### config.mk
export PLATFORM = sky130hd
export DESIGN_NAME = canonical_huffman_stream_decoder
export DESIGN_NICKNAME = d
export VERILOG_FILES = /design/src/design/chsd_pkg.sv /design/src/design/chsd_front.sv /design/src/design/chsd_cmd_fifo.sv /design/src/design/chsd_back.sv /design/src/design/canonical_huffman_stream_decoder.sv
export SDC_FILE = /design/constraint.sdc
export NUM_CORES = 2
export LEC_CHECK = 0
export BUFFER_PORTS_ARGS = -buffer_cell sky130_fd_sc_hd__buf_2
export CORE_MARGIN = 2
export CORE_UTILIZATION = 50
export DETAILED_ROUTE_END_ITERATION = 16
export PLACE_DENSITY = 0.7
export SLEW_MARGIN = 20
export SYNTH_ARGS = -nofsm -noshare
export SYNTH_HDL_FRONTEND = slang
export SYNTH_SLANG_ARGS = --single-unit
### constraint.sdc
create_clock -name clk -period 8.1 [get_ports clk]
set_input_delay 2.025 -clock clk [delete_from_list [all_inputs] [get_ports clk]]
set_output_delay 2.025 -clock clk [all_outputs]
set_load 0.02 [all_outputs]
### src/design/chsd_pkg.sv
package chsd_pkg;

    // packed header layout
    localparam int NUM_LENGTHS  = 15;
    localparam int LEN_BYTES    = 4;
    localparam int HEADER_BYTES = 19;

    // datapath widths
    localparam int CODE_W = 16;
    localparam int RUN_W  = 18;
    localparam int IDX_W  = 9;
    localparam int LI_W   = 4;
    localparam int POS_W  = 5;
    localparam int CLEN_W = 5;

    // defaults and queue depths
    localparam int DEF_MAX_CODE_LEN = 15;
    localparam int DEF_SYMBOL_DEPTH = 256;
    localparam int CMD_DEPTH        = 4;
    localparam int OUT_DEPTH        = 4;

    typedef enum logic [2:0] {
        CMD_START,
        CMD_LEN,
        CMD_COUNT,
        CMD_SYM,
        CMD_BODY
    } cmd_kind_t;

    // one classified item on its way from front to back
    typedef struct packed {
        cmd_kind_t         kind;
        logic [7:0]        data;
        logic [IDX_W-1:0]  idx;
        logic [LI_W-1:0]   li;
    } cmd_t;

    typedef enum logic [2:0] {
        FR_IDLE,
        FR_LEN,
        FR_COUNTS,
        FR_SYMS,
        FR_BODY
    } front_phase_t;

    typedef enum logic [1:0] {
        BK_RUN,
        BK_DEC,
        BK_STOP
    } back_phase_t;

endpackage

### src/design/chsd_front.sv
module chsd_front #(
    parameter int SYMBOL_DEPTH = chsd_pkg::DEF_SYMBOL_DEPTH
) (
    input  logic            clk,
    input  logic            rst_n,
    input  logic [7:0]      in_byte,
    input  logic            start_req,
    input  logic            in_valid,
    output logic            in_stall,
    input  logic            q_full,
    output logic            q_push,
    output chsd_pkg::cmd_t  q_cmd
);
    import chsd_pkg::*;

    front_phase_t      phase_reg, phase_next;
    logic [POS_W-1:0]  pos_reg, pos_next;
    logic [IDX_W-1:0]  total_reg, total_next;
    logic [IDX_W-1:0]  fill_reg, fill_next;
    logic [IDX_W-1:0]  room;
    logic [7:0]        eff;
    logic [POS_W-1:0]  li_full;
    logic              accept;

    assign in_stall = q_full;
    assign accept   = in_valid && !q_full;
    assign room     = IDX_W'(SYMBOL_DEPTH) - total_reg;
    assign eff      = ({1'b0, in_byte} < room) ? in_byte : room[7:0];
    assign li_full  = pos_reg - POS_W'(LEN_BYTES);

    always_ff @(posedge clk or negedge rst_n)
    begin
        if (!rst_n)
        begin
            phase_reg <= FR_IDLE;
            pos_reg   <= '0;
            total_reg <= '0;
            fill_reg  <= '0;
        end
        else
        begin
            phase_reg <= phase_next;
            pos_reg   <= pos_next;
            total_reg <= total_next;
            fill_reg  <= fill_next;
        end
    end

    always_comb
    begin
        phase_next = phase_reg;
        pos_next   = pos_reg;
        total_next = total_reg;
        fill_next  = fill_reg;
        q_push     = 1'b0;
        q_cmd.kind = CMD_BODY;
        q_cmd.data = in_byte;
        q_cmd.idx  = fill_reg;
        q_cmd.li   = li_full[LI_W-1:0];
        if (accept)
        begin
            if (start_req)
            begin
                // a start drops whatever was going on
                q_push     = 1'b1;
                q_cmd.kind = CMD_START;
                phase_next = FR_LEN;
                pos_next   = POS_W'(1);
                total_next = '0;
                fill_next  = '0;
            end
            else
            begin
                unique case (phase_reg)
                    FR_IDLE:
                    begin
                        // stray bytes before any start are dropped
                    end
                    FR_LEN:
                    begin
                        q_push     = 1'b1;
                        q_cmd.kind = CMD_LEN;
                        pos_next   = pos_reg + POS_W'(1);
                        if (pos_reg == POS_W'(LEN_BYTES - 1))
                        begin
                            phase_next = FR_COUNTS;
                        end
                    end
                    FR_COUNTS:
                    begin
                        q_push     = 1'b1;
                        q_cmd.kind = CMD_COUNT;
                        q_cmd.data = eff;
                        q_cmd.idx  = total_reg;
                        total_next = total_reg + IDX_W'(eff);
                        pos_next   = pos_reg + POS_W'(1);
                        if (pos_reg == POS_W'(HEADER_BYTES - 1))
                        begin
                            fill_next  = '0;
                            phase_next = (total_next != '0) ? FR_SYMS : FR_BODY;
                        end
                    end
                    FR_SYMS:
                    begin
                        q_push     = 1'b1;
                        q_cmd.kind = CMD_SYM;
                        fill_next  = fill_reg + IDX_W'(1);
                        if (fill_next >= total_reg)
                        begin
                            phase_next = FR_BODY;
                        end
                    end
                    FR_BODY:
                    begin
                        q_push     = 1'b1;
                        q_cmd.kind = CMD_BODY;
                    end
                    default:
                    begin
                        phase_next = FR_IDLE;
                    end
                endcase
            end
        end
    end

endmodule

### src/design/chsd_cmd_fifo.sv
module chsd_cmd_fifo #(
    parameter int DEPTH = chsd_pkg::CMD_DEPTH
) (
    input  logic            clk,
    input  logic            rst_n,
    input  logic            push,
    input  chsd_pkg::cmd_t  din,
    output logic            full,
    input  logic            pop,
    output logic            valid,
    output chsd_pkg::cmd_t  head
);
    import chsd_pkg::*;

    localparam int PTR_W = (DEPTH > 1) ? $clog2(DEPTH) : 1;
    localparam int CNT_W = $clog2(DEPTH + 1);

    cmd_t              slot_reg [DEPTH];
    logic [PTR_W-1:0]  wr_reg, wr_next;
    logic [PTR_W-1:0]  rd_reg, rd_next;
    logic [CNT_W-1:0]  cnt_reg, cnt_next;
    logic              do_push, do_pop;

    assign full    = (cnt_reg == CNT_W'(DEPTH));
    assign valid   = (cnt_reg != '0);
    assign head    = slot_reg[rd_reg];
    assign do_push = push && !full;
    assign do_pop  = pop && valid;

    always_comb
    begin
        wr_next  = wr_reg;
        rd_next  = rd_reg;
        cnt_next = cnt_reg;
        if (do_push)
        begin
            wr_next = (wr_reg == PTR_W'(DEPTH - 1)) ? '0 : wr_reg + PTR_W'(1);
        end
        if (do_pop)
        begin
            rd_next = (rd_reg == PTR_W'(DEPTH - 1)) ? '0 : rd_reg + PTR_W'(1);
        end
        if (do_push && !do_pop)
        begin
            cnt_next = cnt_reg + CNT_W'(1);
        end
        else if (do_pop && !do_push)
        begin
            cnt_next = cnt_reg - CNT_W'(1);
        end
    end

    always_ff @(posedge clk or negedge rst_n)
    begin
        if (!rst_n)
        begin
            wr_reg  <= '0;
            rd_reg  <= '0;
            cnt_reg <= '0;
        end
        else
        begin
            wr_reg  <= wr_next;
            rd_reg  <= rd_next;
            cnt_reg <= cnt_next;
        end
    end

    always_ff @(posedge clk)
    begin
        if (do_push)
        begin
            slot_reg[wr_reg] <= din;
        end
    end

endmodule

### src/design/chsd_back.sv
module chsd_back #(
    parameter int MAX_CODE_LEN = chsd_pkg::DEF_MAX_CODE_LEN,
    parameter int SYMBOL_DEPTH = chsd_pkg::DEF_SYMBOL_DEPTH
) (
    input  logic            clk,
    input  logic            rst_n,
    input  logic            q_valid,
    input  chsd_pkg::cmd_t  q_head,
    output logic            q_pop,
    output logic [7:0]      symbol,
    output logic            last,
    output logic            out_valid,
    input  logic            out_stall
);
    import chsd_pkg::*;

    localparam int ADDR_W = (SYMBOL_DEPTH > 1) ? $clog2(SYMBOL_DEPTH) : 1;
    localparam int OPTR_W = (OUT_DEPTH > 1) ? $clog2(OUT_DEPTH) : 1;
    localparam int OCNT_W = $clog2(OUT_DEPTH + 1);

    // table, written while the header streams through
    logic [7:0]         cnt_reg   [NUM_LENGTHS];
    logic [CODE_W-1:0]  fcode_reg [NUM_LENGTHS];
    logic [IDX_W-1:0]   fidx_reg  [NUM_LENGTHS];
    logic [7:0]         sym_mem   [SYMBOL_DEPTH];
    logic [7:0]         sym_q_reg;

    back_phase_t        phase_reg, phase_next;
    logic [31:0]        ml_reg, ml_next;
    logic [31:0]        dc_reg, dc_next;
    logic [CODE_W-1:0]  acc_reg, acc_next;
    logic [CLEN_W-1:0]  clen_reg, clen_next;
    logic [RUN_W-1:0]   run_reg, run_next;
    logic [7:0]         shift_reg, shift_next;
    logic [2:0]         bit_reg, bit_next;
    logic               rd_pend_reg, rd_pend_next;
    logic               rd_last_reg, rd_last_next;

    // result buffer
    logic [7:0]         osym_reg  [OUT_DEPTH];
    logic               olast_reg [OUT_DEPTH];
    logic [OPTR_W-1:0]  owr_reg, ord_reg;
    logic [OCNT_W-1:0]  ocnt_reg;
    logic               opush, opop;

    // one bit of code matching
    logic               bit_in;
    logic [CODE_W-1:0]  acc_new;
    logic [CLEN_W-1:0]  clen_new;
    logic [CLEN_W-1:0]  lut_raw;
    logic [LI_W-1:0]    lut;
    logic               lut_ok;
    logic [CODE_W-1:0]  fc;
    logic [CODE_W-1:0]  off;
    logic               in_range;
    logic [IDX_W:0]     idx_sum;
    logic               hit;
    logic [31:0]        dc_inc;
    logic               is_last;
    logic               stop_now;
    logic               room_ok;
    logic               step;
    logic               finishing;
    logic               rd_en;
    logic [RUN_W-1:0]   run_sum;
    logic               tbl_we;
    logic               mem_we;

    assign bit_in   = shift_reg[7];
    assign acc_new  = {acc_reg[CODE_W-2:0], bit_in};
    assign clen_new = clen_reg + CLEN_W'(1);
    assign lut_ok   = (clen_new <= CLEN_W'(NUM_LENGTHS));
    assign lut_raw  = clen_new - CLEN_W'(1);
    assign lut      = lut_ok ? lut_raw[LI_W-1:0] : '0;
    assign fc       = fcode_reg[lut];
    assign off      = acc_new - fc;
    assign in_range = (acc_new >= fc) && (off < {8'b0, cnt_reg[lut]});
    assign idx_sum  = {1'b0, fidx_reg[lut]} + {2'b0, off[7:0]};
    assign hit      = lut_ok && in_range && (idx_sum < (IDX_W + 1)'(SYMBOL_DEPTH));
    assign dc_inc   = (dc_reg == '1) ? dc_reg : dc_reg + 32'd1;
    assign is_last  = (dc_inc >= ml_reg);
    assign stop_now = hit ? is_last : (clen_new >= CLEN_W'(MAX_CODE_LEN));

    // keep a slot free for the read that is in flight
    assign room_ok   = (ocnt_reg + OCNT_W'(rd_pend_reg)) < OCNT_W'(OUT_DEPTH);
    assign step      = (phase_reg == BK_DEC) && room_ok;
    assign finishing = step && (bit_reg == 3'd7) && !stop_now;

    assign q_pop = q_valid && ((phase_reg != BK_DEC)
                            || (finishing && (q_head.kind == CMD_BODY)));

    assign run_sum = run_reg + RUN_W'(q_head.data);
    assign tbl_we  = q_pop && (q_head.kind == CMD_COUNT);
    assign mem_we  = q_pop && (q_head.kind == CMD_SYM);

    always_comb
    begin
        phase_next   = phase_reg;
        ml_next      = ml_reg;
        dc_next      = dc_reg;
        acc_next     = acc_reg;
        clen_next    = clen_reg;
        run_next     = run_reg;
        shift_next   = shift_reg;
        bit_next     = bit_reg;
        rd_pend_next = 1'b0;
        rd_last_next = rd_last_reg;
        rd_en        = 1'b0;
        if (step)
        begin
            shift_next = {shift_reg[6:0], 1'b0};
            bit_next   = bit_reg + 3'd1;
            if (hit)
            begin
                acc_next     = '0;
                clen_next    = '0;
                dc_next      = dc_inc;
                rd_en        = 1'b1;
                rd_pend_next = 1'b1;
                rd_last_next = is_last;
            end
            else
            begin
                acc_next  = acc_new;
                clen_next = clen_new;
            end
            if (stop_now)
            begin
                phase_next = BK_STOP;
            end
            else if (bit_reg == 3'd7)
            begin
                phase_next = BK_RUN;
            end
        end
        if (q_pop)
        begin
            unique case (q_head.kind)
                CMD_START:
                begin
                    ml_next    = {24'b0, q_head.data};
                    dc_next    = '0;
                    acc_next   = '0;
                    clen_next  = '0;
                    run_next   = '0;
                    phase_next = BK_RUN;
                end
                CMD_LEN:
                begin
                    ml_next = {ml_reg[23:0], q_head.data};
                end
                CMD_COUNT:
                begin
                    run_next = {run_sum[RUN_W-2:0], 1'b0};
                end
                CMD_SYM:
                begin
                end
                CMD_BODY:
                begin
                    if (phase_reg != BK_STOP)
                    begin
                        shift_next = q_head.data;
                        bit_next   = '0;
                        phase_next = BK_DEC;
                    end
                end
                default:
                begin
                end
            endcase
        end
    end

    always_ff @(posedge clk or negedge rst_n)
    begin
        if (!rst_n)
        begin
            phase_reg   <= BK_RUN;
            ml_reg      <= '0;
            dc_reg      <= '0;
            acc_reg     <= '0;
            clen_reg    <= '0;
            run_reg     <= '0;
            shift_reg   <= '0;
            bit_reg     <= '0;
            rd_pend_reg <= 1'b0;
            rd_last_reg <= 1'b0;
        end
        else
        begin
            phase_reg   <= phase_next;
            ml_reg      <= ml_next;
            dc_reg      <= dc_next;
            acc_reg     <= acc_next;
            clen_reg    <= clen_next;
            run_reg     <= run_next;
            shift_reg   <= shift_next;
            bit_reg     <= bit_next;
            rd_pend_reg <= rd_pend_next;
            rd_last_reg <= rd_last_next;
        end
    end

    always_ff @(posedge clk)
    begin
        if (tbl_we)
        begin
            cnt_reg[q_head.li]   <= q_head.data;
            fidx_reg[q_head.li]  <= q_head.idx;
            fcode_reg[q_head.li] <= run_reg[CODE_W-1:0];
        end
    end

    always_ff @(posedge clk)
    begin
        if (mem_we)
        begin
            sym_mem[q_head.idx[ADDR_W-1:0]] <= q_head.data;
        end
        if (rd_en)
        begin
            sym_q_reg <= sym_mem[idx_sum[ADDR_W-1:0]];
        end
    end

    assign opush     = rd_pend_reg;
    assign out_valid = (ocnt_reg != '0);
    assign opop      = out_valid && !out_stall;
    assign symbol    = osym_reg[ord_reg];
    assign last      = olast_reg[ord_reg];

    always_ff @(posedge clk or negedge rst_n)
    begin
        if (!rst_n)
        begin
            owr_reg  <= '0;
            ord_reg  <= '0;
            ocnt_reg <= '0;
        end
        else
        begin
            if (opush)
            begin
                owr_reg <= owr_reg + OPTR_W'(1);
            end
            if (opop)
            begin
                ord_reg <= ord_reg + OPTR_W'(1);
            end
            if (opush && !opop)
            begin
                ocnt_reg <= ocnt_reg + OCNT_W'(1);
            end
            else if (opop && !opush)
            begin
                ocnt_reg <= ocnt_reg - OCNT_W'(1);
            end
        end
    end

    always_ff @(posedge clk)
    begin
        if (opush)
        begin
            osym_reg[owr_reg]  <= sym_q_reg;
            olast_reg[owr_reg] <= rd_last_reg;
        end
    end

endmodule

### src/design/canonical_huffman_stream_decoder.sv
// path: body byte into a shift register, symbol read register, then result buffer
// throughput: one header byte per cycle unless the queue is full, one body bit
// per cycle given output room, set by the bit-serial match loop in the back end
// reset: asynchronous, active low; both queues empty, waiting for a start item
// code tables and symbol memory are not cleared, every entry read is written first
module canonical_huffman_stream_decoder #(
    parameter int MAX_CODE_LEN = chsd_pkg::DEF_MAX_CODE_LEN,
    parameter int SYMBOL_DEPTH = chsd_pkg::DEF_SYMBOL_DEPTH
) (
    input  logic        clk,
    input  logic        rst_n,
    input  logic [7:0]  in_byte,
    input  logic        start_req,
    input  logic        in_valid,
    output logic        in_stall,
    output logic [7:0]  symbol,
    output logic        last,
    output logic        out_valid,
    input  logic        out_stall
);
    import chsd_pkg::*;

    // front end: tracks the header layout and tags each item
    //   start, length byte, code count (clamped), symbol byte or body byte
    // the tag travels with the byte through a short command queue, so the
    // back end never sees a table write while an older body byte is still
    // being decoded, and a restart simply queues behind the old message

    logic  q_push;
    cmd_t  q_cmd;
    logic  q_full;
    logic  q_pop;
    logic  q_valid;
    cmd_t  q_head;

    chsd_front #(
        .SYMBOL_DEPTH (SYMBOL_DEPTH)
    ) u_front (
        .clk       (clk),
        .rst_n     (rst_n),
        .in_byte   (in_byte),
        .start_req (start_req),
        .in_valid  (in_valid),
        .in_stall  (in_stall),
        .q_full    (q_full),
        .q_push    (q_push),
        .q_cmd     (q_cmd)
    );

    // command queue: lets the input keep flowing while the back end works
    // through a body byte bit by bit
    chsd_cmd_fifo #(
        .DEPTH (CMD_DEPTH)
    ) u_cmd_fifo (
        .clk   (clk),
        .rst_n (rst_n),
        .push  (q_push),
        .din   (q_cmd),
        .full  (q_full),
        .pop   (q_pop),
        .valid (q_valid),
        .head  (q_head)
    );

    // back end: builds first code and first index per length as counts
    // arrive, stores symbols, then matches body bits msb first one per cycle
    // while output room remains; a hit reads the symbol memory and the registered
    // data lands in a small result buffer, which decouples out_stall from the loop
    chsd_back #(
        .MAX_CODE_LEN (MAX_CODE_LEN),
        .SYMBOL_DEPTH (SYMBOL_DEPTH)
    ) u_back (
        .clk       (clk),
        .rst_n     (rst_n),
        .q_valid   (q_valid),
        .q_head    (q_head),
        .q_pop     (q_pop),
        .symbol    (symbol),
        .last      (last),
        .out_valid (out_valid),
        .out_stall (out_stall)
    );

endmodule

=== After elaboration in Yosys (flattened, before gate mapping) ===
Memory sizes are Yosys's and may differ from the RTL's. A register that Yosys moved wholly into a read port is not among the register bits.
Index checks and enable logic that the tools add are counted.

* Register bits: 156
* Bits in writable memories: 2675
* Output and inout bits: 11
* Memories: 7

{| class="wikitable"
|+ Memories
! name !! depth !! bits a word !! read ports !! clocked after memory_dff !! write ports !! line !! RTL
|-
| u_back.sym_mem || 256 || 8 || 1 || 1 || 1 || chsd_back.sv:25 || <nowiki>logic [7:0] sym_mem [SYMBOL_DEPTH];</nowiki>
|-
| u_back.fcode_reg || 15 || 16 || 1 || 0 || 1 || chsd_back.sv:23 || <nowiki>logic [CODE_W-1:0] fcode_reg [NUM_LENGTHS];</nowiki>
|-
| u_back.fidx_reg || 15 || 9 || 1 || 0 || 1 || chsd_back.sv:24 || <nowiki>logic [IDX_W-1:0] fidx_reg [NUM_LENGTHS];</nowiki>
|-
| u_back.cnt_reg || 15 || 8 || 1 || 0 || 1 || chsd_back.sv:22 || <nowiki>logic [7:0] cnt_reg [NUM_LENGTHS];</nowiki>
|-
| u_cmd_fifo.slot_reg || 4 || 24 || 1 || 0 || 1 || chsd_cmd_fifo.sv:18 || <nowiki>cmd_t slot_reg [DEPTH];</nowiki>
|-
| u_back.osym_reg || 4 || 8 || 1 || 0 || 1 || chsd_back.sv:40 || <nowiki>logic [7:0] osym_reg [OUT_DEPTH];</nowiki>
|-
| 1 more memories || n/a || n/a || n/a || n/a || n/a || n/a ||
|}

* Add/sub/neg operators: 21
* Order comparisons: 9
* Eq/ne operators: 22
* Mux-type cells: 69
* Reduce and logical (&&, ||, !) cells: 48

{| class="wikitable"
|+ Operators by type and width
! operator !! count
|-
| $mux W32 || 5
|-
| $mux W16 || 4
|-
| $pmux W32 S2 || 1
|-
| $mux W3 || 14
|-
| $mux W8 || 5
|-
| $mux W9 || 4
|-
| $mux W17 || 2
|-
| $add A32 B1 Y32 const B || 1
|-
| $eq A32 B32 Y1 const B || 1
|-
| $ge A32 B32 Y1 || 1
|-
| $pmux W16 S2 || 1
|-
| $mux W5 || 6
|-
| $mux W20 || 1
|-
| $logic_and A1 B1 Y1 || 18
|-
| $pmux W9 S2 || 1
|-
| $ge A16 B16 Y1 || 1
|-
| $lt A16 B8 Y1 || 1
|-
| $sub A16 B16 Y16 || 1
|-
| $add A15 B8 Y15 || 1
|-
| $mux W1 || 14
|-
| $mux W2 || 7
|-
| $eq A3 B2 Y1 const B || 4
|-
| $eq A3 B3 Y1 const B || 4
|-
| $pmux W3 S4 || 1
|-
| 39 further kinds || 70
|}

=== Longest topological paths before layout ===
An unclocked memory read counts as a cell.

* Word-level depth: 19
* Mapped depth: 38

=== By module ===
Synthesis repeated with hierarchy kept, for this count alone.

* Cell total of the unflattened synthesis: 6018
* Area total of the unflattened synthesis: 114130.7 µm²

{| class="wikitable"
|+ By module, submodules not included
! module !! times used !! cells each !! area an instance (µm²) !! sequential area each (µm²)
|-
| chsd_back || 1 || 5550 || 107588.2 || 80262.0
|-
| chsd_cmd_fifo || 1 || 163 || 3986.3 || 3057.9
|-
| chsd_front || 1 || 305 || 2556.2 || 650.6
|}

=== Least setup slack after synthesis ===
Ideal clock, no wire load.

* Kind: reg2reg
* From: register u_back.clen_reg[0]
* To: register u_cmd_fifo.cnt_reg[2]
* Arrival time: 7228 ps
* Setup slack: 747 ps
* Stages on the path, launching flop included: 38
* Period minus slack after synthesis: 7353 ps
* Cells stage by stage: dfrtp_1 buf_2 clkinv_1 ha_1 buf_2 xor2_1 a31o_2 nor2_1 clkbuf_1 clkbuf_1 nand2_1 a31oi_1 o21ai_0 a21oi_1 ha_1 inv_1 fa_1 a21o_1 (+2 left out) nor2_1 xnor2_1 ha_1 a2111o_1 nor4_1 nand3_1 nor4b_1 o2111ai_1 or4_1 buf_2 mux2_4 nand2_1 inv_1 ha_1 fa_1 xnor2_1 nor2_1 xor2_1

* Word-level cells in the longest chain between the ends: 19

{| class="wikitable"
|+ Ends and longest elaborated chain
! item !! line !! RTL
|-
| start, declared || chsd_back.sv:32 || <nowiki>logic [CLEN_W-1:0] clen_reg, clen_next;</nowiki>
|-
| start signal, assigned || chsd_back.sv:196 || <nowiki>clen_reg <= clen_next;</nowiki>
|-
| $add A5 B1 Y5 * || chsd_back.sv:71 || <nowiki>assign clen_new = clen_reg + CLEN_W'(1);</nowiki>
|-
| branches (longest 8 deep; another with $mem_v2 Z15 W16) || n/a ||
|-
| $mux W1 * || chsd_back.sv:82 || <nowiki>assign stop_now = hit ? is_last : (clen_new >= CLEN_W'(MAX_CODE_LEN));</nowiki>
|-
| $logic_not A1 Y1 * || chsd_back.sv:87 || <nowiki>assign finishing = step && (bit_reg == 3'd7) && !stop_now;</nowiki>
|-
| $logic_and A1 B1 Y1 * || chsd_back.sv:87 ||
|-
| $logic_and A1 B1 Y1 * || chsd_back.sv:90 || <nowiki>|| (finishing && (q_head.kind == CMD_BODY)));</nowiki>
|-
| $logic_or A1 B1 Y1 * || chsd_back.sv:90 ||
|-
| $logic_and A1 B1 Y1 * || chsd_back.sv:89 || <nowiki>assign q_pop = q_valid && ((phase_reg != BK_DEC)</nowiki>
|-
| $logic_and A1 B1 Y1 * || chsd_cmd_fifo.sv:28 || <nowiki>assign do_pop = pop && valid;</nowiki>
|-
| $logic_not A1 Y1 || chsd_cmd_fifo.sv:43 || <nowiki>if (do_push && !do_pop)</nowiki>
|-
| $logic_and A1 B1 Y1 || chsd_cmd_fifo.sv:43 ||
|-
| $mux W3 / $reduce_bool A2 Y1 (equally long branches) || n/a ||
|-
| end signal, assigned || chsd_cmd_fifo.sv:65 || <nowiki>cnt_reg <= cnt_next;</nowiki>
|-
| end, declared || chsd_cmd_fifo.sv:21 || <nowiki>logic [CNT_W-1:0] cnt_reg, cnt_next;</nowiki>
|}

Every way passes the cells marked *.
A chain may end at the register's enable or synchronous reset.

=== Worst setup path after layout ===
* From: register u_back.clen_reg[1]
* To: register u_cmd_fifo.cnt_reg[2]

The elaborated chain is that of the path after synthesis.

==> run_results.csv <==
group,metric,value,unit
outcome,status,"completed",
yosys,ys_types,82,
floorplanning,fp.dieH,481,µm
final_layout,drive_above_1_share,21.4,%
worst_setup_path,path_class,"register to register",
placed_design,finalWeightedCongestion,0.863,
yosys,syn_nets,6243,
grt,grt.total_usage,22.8,%
final_layout,final_cell_mix,"2,668 x edfxtp_1, 666 x mux4_2, 465 x nor2_1",
min_path,min_path_type,"register to register",
sta,slew_viol_final,0,
grt,use_met1,32.5,%
grt,grt_pass1_wl,393000,µm
worst_setup_path,worstReg2RegStart,"u_back.clen_reg[1]",
grt,grtUsageMet2,36.3,%
final_layout,largest_reg_flops,2048,
sta,fin_crit,7.68,ns
clock_tree,cts_sinks,2822,
yosys,syn_inst,6111,
clock_tree,insertion_delay,0.92,ns
placed_design,dp_hpwl,152000,µm
yosys,synth_warnings,0,
yosys,synthArstFlopShare,5.46,%
grt,grt_pass1_vias,58800,
min_path,min_from,"u_cmd_fifo.cnt_reg[2]",
final_layout,finalNonFillerCells,9490,
sta,skew,0.0790,ns
sta,max-slew-margin-rel,25.7,%
sta,tns,0,ns
floorplanning,pin_count,24,
yosys,synth_edf_count,2668,
routing,via_per_inst,6.17,
sta,setup_violations,0,
routing,drt_iter0_drc,6725,
flow_run,maxCapViolCount,0,
grt,antenna_found_initial,3,
clock_tree,h-tree-depth,5,
grt,grt_overflow,0,
grt,gr-max-usage-layer,"met2",
final_layout,layout_commonest_cell,"edfxtp_1",
yosys,ys.flop_type,"edfxtp_1",
yosys,avgSynthCellArea,18.6,µm²
floorplanning,die-area,0.232,mm²
routing,dr.pass1.iters,8,
final_layout,design_area,0.128,mm²
sta,fmax,130,MHz
worst_setup_path,end_kind,"register",
placed_design,numPortBuffers,23,
sta,rsz0062_at_grt,"no",
placed_design,post-place-cells,8971,
routing,antenna_left,0,
sta,period_share,94.8,%
clock_tree,cts_root_buf,"clkbuf_16",
clock_tree,cts_tree,"yes",
clock_tree,clock_path_buffers,4,
clock_tree,holdBufCountCts,0,
clock_tree,numCtsBuffers,300,
floorplanning,die_w,481,µm
grt,grt_max_degree,208,
grt,grtUsageMet3,3.56,%
routing,drc,0,
clock_tree,path_clk_slew,0.06,ns
floorplanning,fp-row-count,175,
floorplanning,core-area,0.227,mm²
final_layout,fin_nets,6398,
placed_design,dpl_cell_area,0.119,mm²
sta,hold_viol,0,
worst_setup_path,startpoint_type,"register",
sta,worstMarginPinSlew,1.11,ns
routing,vias,58500,
worst_setup_path,worst-path-max-fanout,24,
routing,routedWlPerCell,27.8,µm
routing,wirelength,264000,µm
final_layout,area_delta_synth_final,12.3,%
worst_setup_path,startpoint,"u_back.clen_reg[1]",
worst_setup_path,critPathRequiredTime,8.86,ns
worst_setup_path,cp.arrival,8.44,ns
yosys,ys_seq_area_share,73.7,%
yosys,yosys_register_bits,2822,
floorplanning,start_util,50.2,%
yosys,netlist_area,0.114,mm²
area by class of cell:
cell class                      count  area, µm²
Multi-Input combinational cell   2862      28800
Sequential cell                  2822      84000
Antenna cell                        1       2.50
Clock buffer                      363       7910
Fill cell                       16600      99100
Tap cell                         3009       3760
Inverter                           95        357
Clock inverter                    153       1390
Timing Repair Buffer              185       1830
per-layer routing:
| metal | vias to the layer above | routed length [µm] |
|---|---|---|
| met2 | 2624 | 128000 |
| met3 | 509 | 19400 |
| met1 | 30500 | 107000 |
| met4 | 0 | 8930 |
| met5 | - | 0 |
| li1 | 24900 | - |
what timing repair did:
item                                   in CTS  in global routing
endpoints found under the hold margin       0                  0
buffers inserted                            0                  0
setup endpoints to repair                   0                  3
gates resized for setup                     0                  7
synthesized netlist by cell type, drive strengths merged (4+ instances only):
library cell	count	share of area (%)
mux4	674	13
or2	6	0.033
a211oi	42	0.28
ha	113	1.2
a31oi	17	0.093
and4	8	0.061
nor4	21	0.12
a32o	6	0.053
nand2b	21	0.12
nand3	115	0.51
a311o	18	0.16
and2	15	0.082
nand3b	5	0.033
o221ai	20	0.16
xnor2	86	0.66
o31ai	25	0.16
xor2	36	0.28
nor2b	38	0.21
a21o	34	0.23
nor2	485	1.6
o22ai	55	0.30
fa	6	0.11
mux2i	53	0.47
o211ai	12	0.079
o21bai	9	0.059
mux2	48	0.50
inv	94	0.31
or3	10	0.055
a21oi	146	0.66
edfxtp	2668	70
nor3b	4	0.026
dfrtp	154	3.4
a22oi	7	0.050
o21a	6	0.040
a22o	22	0.17
nand4	22	0.13
o2111ai	4	0.031
a311oi	52	0.40
clkbuf	236	0.78
nor3	32	0.14
o21ai	107	0.48
and3	28	0.16
nand2	429	1.4
buf	96	0.35
cell families after synthesis:
family | count (synthesis) | share of synthesized area, %
AOI/OAI and AO/OA | 602 | 3.58
xor gates and xnor gates | 122 | 0.944
adders and majority gates | 120 | 1.35
buffers and inverters | 427 | 1.44
DFF | 2822 | 73.7
muxes | 775 | 14.3
and+or+nand+nor | 1243 | 4.71
critical path, cell delays in order, from the launching register on:
cell       delay (ns)
dfrtp_1          0.51
ha_4             0.44
nand2_1          0.15
a31o_2           0.33
buf_4            0.24
o21ai_4          0.37
buf_4            0.44
o22ai_1          0.14
a311o_1          0.34
nand3_1          0.08
o31ai_1          0.10
ha_1             0.49
xnor2_1          0.15
ha_1             0.20
a2111o_1         0.33
nor4_1           0.18
nand3_1          0.11
nor4b_1          0.31
o2111ai_1        0.24
or4_2            0.79
mux2_4           0.37
nand2_1          0.14
inv_1            0.06
ha_1             0.21
fa_1             0.39
xnor2_1          0.18
nor2_1           0.07
xor2_1           0.14
worst paths after layout:
check | end | slack (ns) | depth (start not counted)
max | u_cmd_fifo.cnt_reg[2] | 0.42 | 27
min | u_cmd_fifo.cnt_reg[2] | 0.49 | 1
max reg2reg | u_cmd_fifo.cnt_reg[2] | 0.42 | 27
min reg2reg | u_cmd_fifo.cnt_reg[2] | 0.49 | 1
max in group asynchronous | u_back.run_reg[5] | 5.85 | 2
min in group asynchronous | u_back.owr_reg[1] | 1.01 | 1
per-stage QoR:
stage	setup slack, ns	hold slack, ns	utilization (%)
3_3_place_gp	0.322	0.471	52.2
2_1_floorplan	0.747	0.448	-
4_1_cts	0.221	0.493	56.3
5_1_grt	0.0354	0.513	56.4
3_5_place_dp	0.277	0.486	52.2
6_report	0.419	0.493	56.4
Power is left out: the tool's default activity adds up to more than one toggle a clock period on the data nets, which glitch-free logic cannot reach.
